`config.mk`:
```
export PLATFORM = sky130hd
export DESIGN_NAME = met_coord
export DESIGN_NICKNAME = d
export VERILOG_FILES = /design/src/rtl/met_pkg.sv /design/src/rtl/met_coord.sv
export SDC_FILE = /design/constraint.sdc
export NUM_CORES = 2
export LEC_CHECK = 0
export BUFFER_PORTS_ARGS = -buffer_cell sky130_fd_sc_hd__buf_4
export CAP_MARGIN = 20
export CORE_MARGIN = 2
export CORE_UTILIZATION = 56
export DETAILED_ROUTE_END_ITERATION = 10
export GPL_TIMING_DRIVEN = 1
export PLACE_DENSITY = 0.83
export RECOVER_POWER = 100
export SLEW_MARGIN = 20
export SYNTH_ARGS = -nofsm -noshare
export SYNTH_HDL_FRONTEND = slang
export SYNTH_SLANG_ARGS = --single-unit
export TNS_END_PERCENT = 30
```
`constraint.sdc`:
```
create_clock -name clock -period 18 [get_ports clock]
set_clock_uncertainty 0.2 [all_clocks]
set_input_delay 3.6 -clock clock [delete_from_list [all_inputs] [get_ports clock]]
set_output_delay 3.6 -clock clock [all_outputs]
set_load 0.02 [all_outputs]
```
`src/rtl/met_pkg.sv`:
```
`timescale 1ns / 1ps
package met_pkg;

   // register indexes on the csr port
   localparam logic [2:0] REG_X_START = 3'd0;
   localparam logic [2:0] REG_Y_START = 3'd1;
   localparam logic [2:0] REG_X_STEP  = 3'd2;
   localparam logic [2:0] REG_Y_STEP  = 3'd3;
   localparam logic [2:0] REG_LIMIT   = 3'd4;

   localparam int IDX_W   = 10;
   localparam int CNT_W   = 16;
   localparam int COORD_W = 32;
   // arrival order tag, enough for the three pixels in flight
   localparam int TAG_W   = 2;

   // iteration context carried around the stage ring
   typedef struct packed {
      logic               valid;
      logic [TAG_W-1:0]   tag;
      logic [IDX_W-1:0]   xi;
      logic [IDX_W-1:0]   yi;
      logic signed [COORD_W-1:0] cr;
      logic signed [COORD_W-1:0] ci;
      logic signed [COORD_W-1:0] zr;
      logic signed [COORD_W-1:0] zi;
      logic [CNT_W-1:0]   n;
      logic               done;
      logic [CNT_W-1:0]   count;
   } ctx_type;

endpackage

```
`src/rtl/met_coord.sv`:
```
`timescale 1ns / 1ps
// Pixel coordinate: clamp indices, c = start + index*step, saturate.
// Two register stages: product, then sum and saturate.
module met_coord #(
   parameter int GRID_SIZE = 1024
) (
   input  logic        clock,
   input  logic        reset,
   input  logic        enable,
   input  logic        in_valid,
   input  logic [met_pkg::IDX_W-1:0] x_index,
   input  logic [met_pkg::IDX_W-1:0] y_index,
   input  logic signed [31:0] x_start,
   input  logic signed [31:0] y_start,
   input  logic signed [31:0] x_step,
   input  logic signed [31:0] y_step,
   output logic        out_valid,
   output logic [met_pkg::IDX_W-1:0] out_xi,
   output logic [met_pkg::IDX_W-1:0] out_yi,
   output logic signed [31:0] out_cr,
   output logic signed [31:0] out_ci
);
   localparam int GW = 17;
   localparam logic [GW-1:0] MAX_IDX = GW'(GRID_SIZE - 1);

   logic [met_pkg::IDX_W-1:0] xc, yc;
   logic v1_ff, v2_ff;
   logic [met_pkg::IDX_W-1:0] xi1_ff, yi1_ff, xi2_ff, yi2_ff;
   logic signed [42:0] px_ff, py_ff;
   logic signed [31:0] cr_ff, ci_ff;
   logic signed [43:0] sx, sy;

   function automatic logic signed [31:0] sat32(input logic signed [43:0] v);
      if (v > 44'sd2147483647) return 32'sh7fffffff;
      if (v < -44'sd2147483648) return 32'sh80000000;
      return v[31:0];
   endfunction

   always_comb begin
      xc = ({7'd0, x_index} > MAX_IDX) ? MAX_IDX[met_pkg::IDX_W-1:0] : x_index;
      yc = ({7'd0, y_index} > MAX_IDX) ? MAX_IDX[met_pkg::IDX_W-1:0] : y_index;
      sx = 44'(px_ff) + 44'(x_start);
      sy = 44'(py_ff) + 44'(y_start);
   end

   always_ff @(posedge clock) begin
      if (reset) begin
         v1_ff <= 1'b0;
         v2_ff <= 1'b0;
      end else if (enable) begin
         v1_ff <= in_valid;
         v2_ff <= v1_ff;
      end
      if (enable) begin
         px_ff  <= $signed({1'b0, xc}) * x_step;
         py_ff  <= $signed({1'b0, yc}) * y_step;
         xi1_ff <= xc;
         yi1_ff <= yc;
         cr_ff  <= sat32(sx);
         ci_ff  <= sat32(sy);
         xi2_ff <= xi1_ff;
         yi2_ff <= yi1_ff;
      end
   end

   assign out_valid = v2_ff;
   assign out_xi = xi2_ff;
   assign out_yi = yi2_ff;
   assign out_cr = cr_ff;
   assign out_ci = ci_ff;
endmodule

```
=== After elaboration in Yosys (flattened, before gate mapping) ===
Index checks and enable logic that the tools add are counted.

* Register bits: 192
* Input port bits: 152
* Word-level logic and storage cells: 36
* Output and inout port bits: 85

* Multiply operators: 2
* Magnitude comparators: 4
* Mux-type cells: 18
* Add/subtract/negate cells: 2

{| class="wikitable"
|+ Operator list
! operator !! number
|-
| 2-to-1 mux 32 bit || 8
|-
| adder 43 x 32 -> 44 bit || 2
|-
| > comparator 44 x 32 -> 1 bit (second input constant) || 2
|-
| less-than comparator 44 x 32 -> 1 bit (second input constant) || 2
|-
| multiplier 11 x 32 -> 43 bit || 2
|-
| 2-to-1 mux 1 bit || 10
|}

=== Logic depth before layout (Yosys ltp) ===
* Depth after elaboration: 8
* Mapped depth: 24
* Gate-level depth less buffers: 23

=== Worst setup path before layout ===
OpenSTA, ideal clock, no wires.

* Path kind: in2reg
* From: input port y_index[2] (netlist bit)
* To: register py_ff[42] (data pin)
* Arrival: 9293 ps
* Buffers on the path: 1
* Data required time: 17540 ps
* Stages: 22
* Setup time: 260 ps
* Path slack: 8247 ps
* Path through: clkbuf_1 nand2_1 fa_1 fa_1 fa_1 inv_1 fa_1 inv_1 fa_1 inv_1 ha_1 a21o_1 a21o_1 a21oi_1 o21ai_1 o311ai_0 o311ai_1 a41oi_1 o21ai_1 a221o_1 a21oi_1 xnor2_1

* Longest elaborated chain between the ends: 1

{| class="wikitable"
|+ Ends and longest elaborated chain
! element !! RTL line !! source
|-
| start: declaration || met_coord.sv:12 || <nowiki>input logic [met_pkg::IDX_W-1:0] y_index,</nowiki>
|-
| multiplier 11 x 32 -> 43 bit || met_coord.sv:56 || <nowiki>py_ff <= $signed({1'b0, yc}) * y_step;</nowiki>
|-
| end signal: assignment || met_coord.sv:56 ||
|-
| end: declaration || met_coord.sv:29 || <nowiki>logic signed [42:0] px_ff, py_ff;</nowiki>
|}

No other way between the ends.
A chain may end at the register's enable or synchronous reset.

=== Worst setup path in the final report ===
Ends and elaborated chain as after synthesis.

==> metrics.txt <==
htree depth=4; Post-Synthesis Cells=3,511; clock sinks=192; Post-synth top flop=edfxtp_1; failing checks=capacitance limit, slew limit; largest family of logic cells by synthesized area=adder cells; Hold Path End=out_xi[4]$_DFFE_PP_; global-route wire length before repair=127,800 um; worst path required time=18.03 ns; arrival time worst endpoint=11.50 ns; total number of vias=24,760; outcome=finished with violations; CP Class=input port to flip-flop; r2r setup slk=12.47 ns; Reg-to-Reg End=out_ci[22]$_SDFFCE_PN1P_; total die area=60,970 um2; RSZ-0062 raised after global routing=no; most frequent cells in the layout=659 x inv_1, 548 x fa_1, 447 x nand2_1; P_leak=0.01698 uW; worst setup margin=6.530 ns; critical path launch point type=input port; initial antenna violation count=10; CTS tree=done; Worst VDD drop=0.0001458 V; Longest Clk Path Bufs=2; power per cell area=194.8 nW/um2; DP HPWL=61,720 um; RR Startpoint=py_ff[11]$_DFFE_PP_; post-synthesis simple-gate area fraction=0.1438; hold path startpoint=xi1_ff[4]$_DFFE_PP_; Place WS=7.416 ns; CTS resizes=0; WL final=77,190 um; # rows=89; crit-path max FO=33; post-synthesis mux area share=0.001212; FF+latch count, synth=192; XOR/XNOR Fraction of Synth Area=0.04320; total setup buffers inserted after CTS=0; TritonRoute pass-1 iters=5; fmax=87.18 MHz; Post-synth EDFFs=190; vias in the first global route=25,550; period utilisation layout=0.6372; DIE HEIGHT=246.9 um; Compound-Gate Fraction of Synth Area=0.1057; area occupied by multi-input gates=24,090 um2; commonest non-fill, non-tap cell in the layout=inv_1; worst slew pin tran=6.674 ns; max-cap viol count=16; gr usage total=0.2636; PortBufs=236; CTS Buf Count=17; Root Buffer=clkbuf_16; endpoints failing setup=0; Hold Crit Class=flip-flop to flip-flop; Ports=237; # hold bufs at CTS=0; register area=5746 um2; cell area after technology mapping=33,050 um2; largest net degree at the start of global routing=121; area grow syn2layout=6.796%; hold path cells=0; Core ar.=58,690 um2; post-synth net total=4,483; max_slew headroom=-3.449; insertion delay to the later sink of the worst-skew pair=0.48 ns; min Tclk post-route=11.47 ns; Die Wd=246.9 um; Synth Area in Adders=0.4350; synth warn=0; fill count=4,877; Setup crit end kind=flip-flop; DR iter-0 viols=1,794; clk slew on worst S/H paths=0.08 ns; unique cell type count in the Yosys netlist=87; Final TNS setup=0 ns; fin util=0.6014; Synth async-reset ratio=0; Initial Util=0.5631; Vias/cell=5.628; layout cells sized above 1=0.05411; Detail Route Antenna Nets=0; sequential-to-total area share from yosys stat=0.1739; r2r worst-path depth=12; Mapped Avg Cell Area=9.412 um2; final net count=4,581; DRC Markers=0; wire length per cell=17.54 um; Final GP Congestion=0.9101; Slew Limit Fails=669; grt total ovfl=0; final hold viol count=0
==> state kept, by name, summed over array words and instances (netlist names), 10 cells and up <==
register	flops
out_ci	32
out_yi	10
xi1_ff	10
out_xi	10
out_cr	32
px_ff	43
py_ff	43
yi1_ff	10
==> worst max path at each step <==
| stage | start | to | cells after the start |
|---|---|---|---|
| global placement | y_index[2] | py_ff[42]$_DFFE_PP_ | 22 |
| detailed placement | y_index[5] | py_ff[42]$_DFFE_PP_ | 22 |
| finish | y_index[2] | py_ff[42]$_DFFE_PP_ | 22 |
| CTS | y_index[2] | py_ff[42]$_DFFE_PP_ | 22 |
| floorplan | y_index[2] | py_ff[42]$_DFFE_PP_ | 22 |
| global route | enable | out_valid$_SDFFE_PP0P_ | 4 |
==> area by class of cell <==
cell class / count / area share
inverters: 659 / 0.07009
diodes: 5 / 0.0003545
clock inverters: 15 / 0.005566
multi-input cells: 2501 / 0.6825
flip-flops and latches: 192 / 0.1628
clock buffers: 17 / 0.01205
repair buffers: 238 / 0.03925
well taps: 773 / 0.02741
==> cells in the mapped netlist, types with 16 or more instances <==
master | count | area [um2]
clkbuf_1 | 136 | 510.5
nor3_1 | 16 | 80.08
inv_1 | 659 | 2474
fa_1 | 548 | 10970
nand3_1 | 28 | 140.1
nor2_1 | 96 | 360.4
and2_1 | 283 | 1770
o21a_1 | 24 | 180.2
a21o_1 | 103 | 773.2
a21oi_1 | 157 | 785.8
xor2_1 | 58 | 508.0
o21ai_0 | 117 | 585.6
and3_1 | 17 | 106.4
edfxtp_1 | 190 | 5705
ha_1 | 272 | 3403
xnor2_1 | 105 | 919.6
nand2_1 | 447 | 1678
nand4_1 | 22 | 137.6
o21bai_1 | 20 | 150.1
==> critical path, stage by stage <==
cell,delay [ns]
clkbuf_1,1.28
nand2_1,0.21
fa_1,0.64
fa_1,0.46
fa_1,0.54
inv_1,0.05
fa_1,0.47
inv_1,0.05
fa_1,0.47
inv_1,0.04
ha_1,0.35
a21o_1,0.21
a21o_1,0.17
a21oi_1,0.12
o21ai_0,0.24
o311ai_0,0.66
o311ai_0,0.43
a41oi_1,0.58
o21ai_0,0.30
a221o_1,0.35
a21oi_1,0.19
xnor2_1,0.08
==> cells by family after synthesis <==
group / after synthesis
buffers and inverters: 818
and+or+nand+nor: 975
muxes: 4
AOI/OAI and AO/OA: 539
adders and majority gates: 820
DFF: 192
xor gates and xnor gates: 163
==> per-layer routing <==
layer / up-vias / track usage / part of all wire
li1: 11310 / - / -
met1: 12340 / 0.3605 / 0.42
met2: 900 / 0.4224 / 0.47
met3: 198 / 0.04428 / 0.078
met4: 10 / 0.09957 / 0.035
met5: - / 0 / 0.00078
==> where the power goes <==
part	switching, uW	internal (uW)	total, uW
sequential	60.6	944	1000
combinational	3200	2260	5470
clock	201	201	402
total	3470	3410	6870
==> per-stage QoR <==
step	total power [uW]	cell area, um2	hold slack (ns)	instances
floorplan	5211	33050	0.2003	3511
global placement	6286	35080	0.2004	4362
detailed placement	6455	35080	0.2054	4362
CTS	6892	35700	0.2236	4394
global route	7621	35290	0.2243	4399
finish	6874	35290	0.2218	4400
(Power assumes the default switching activity.)
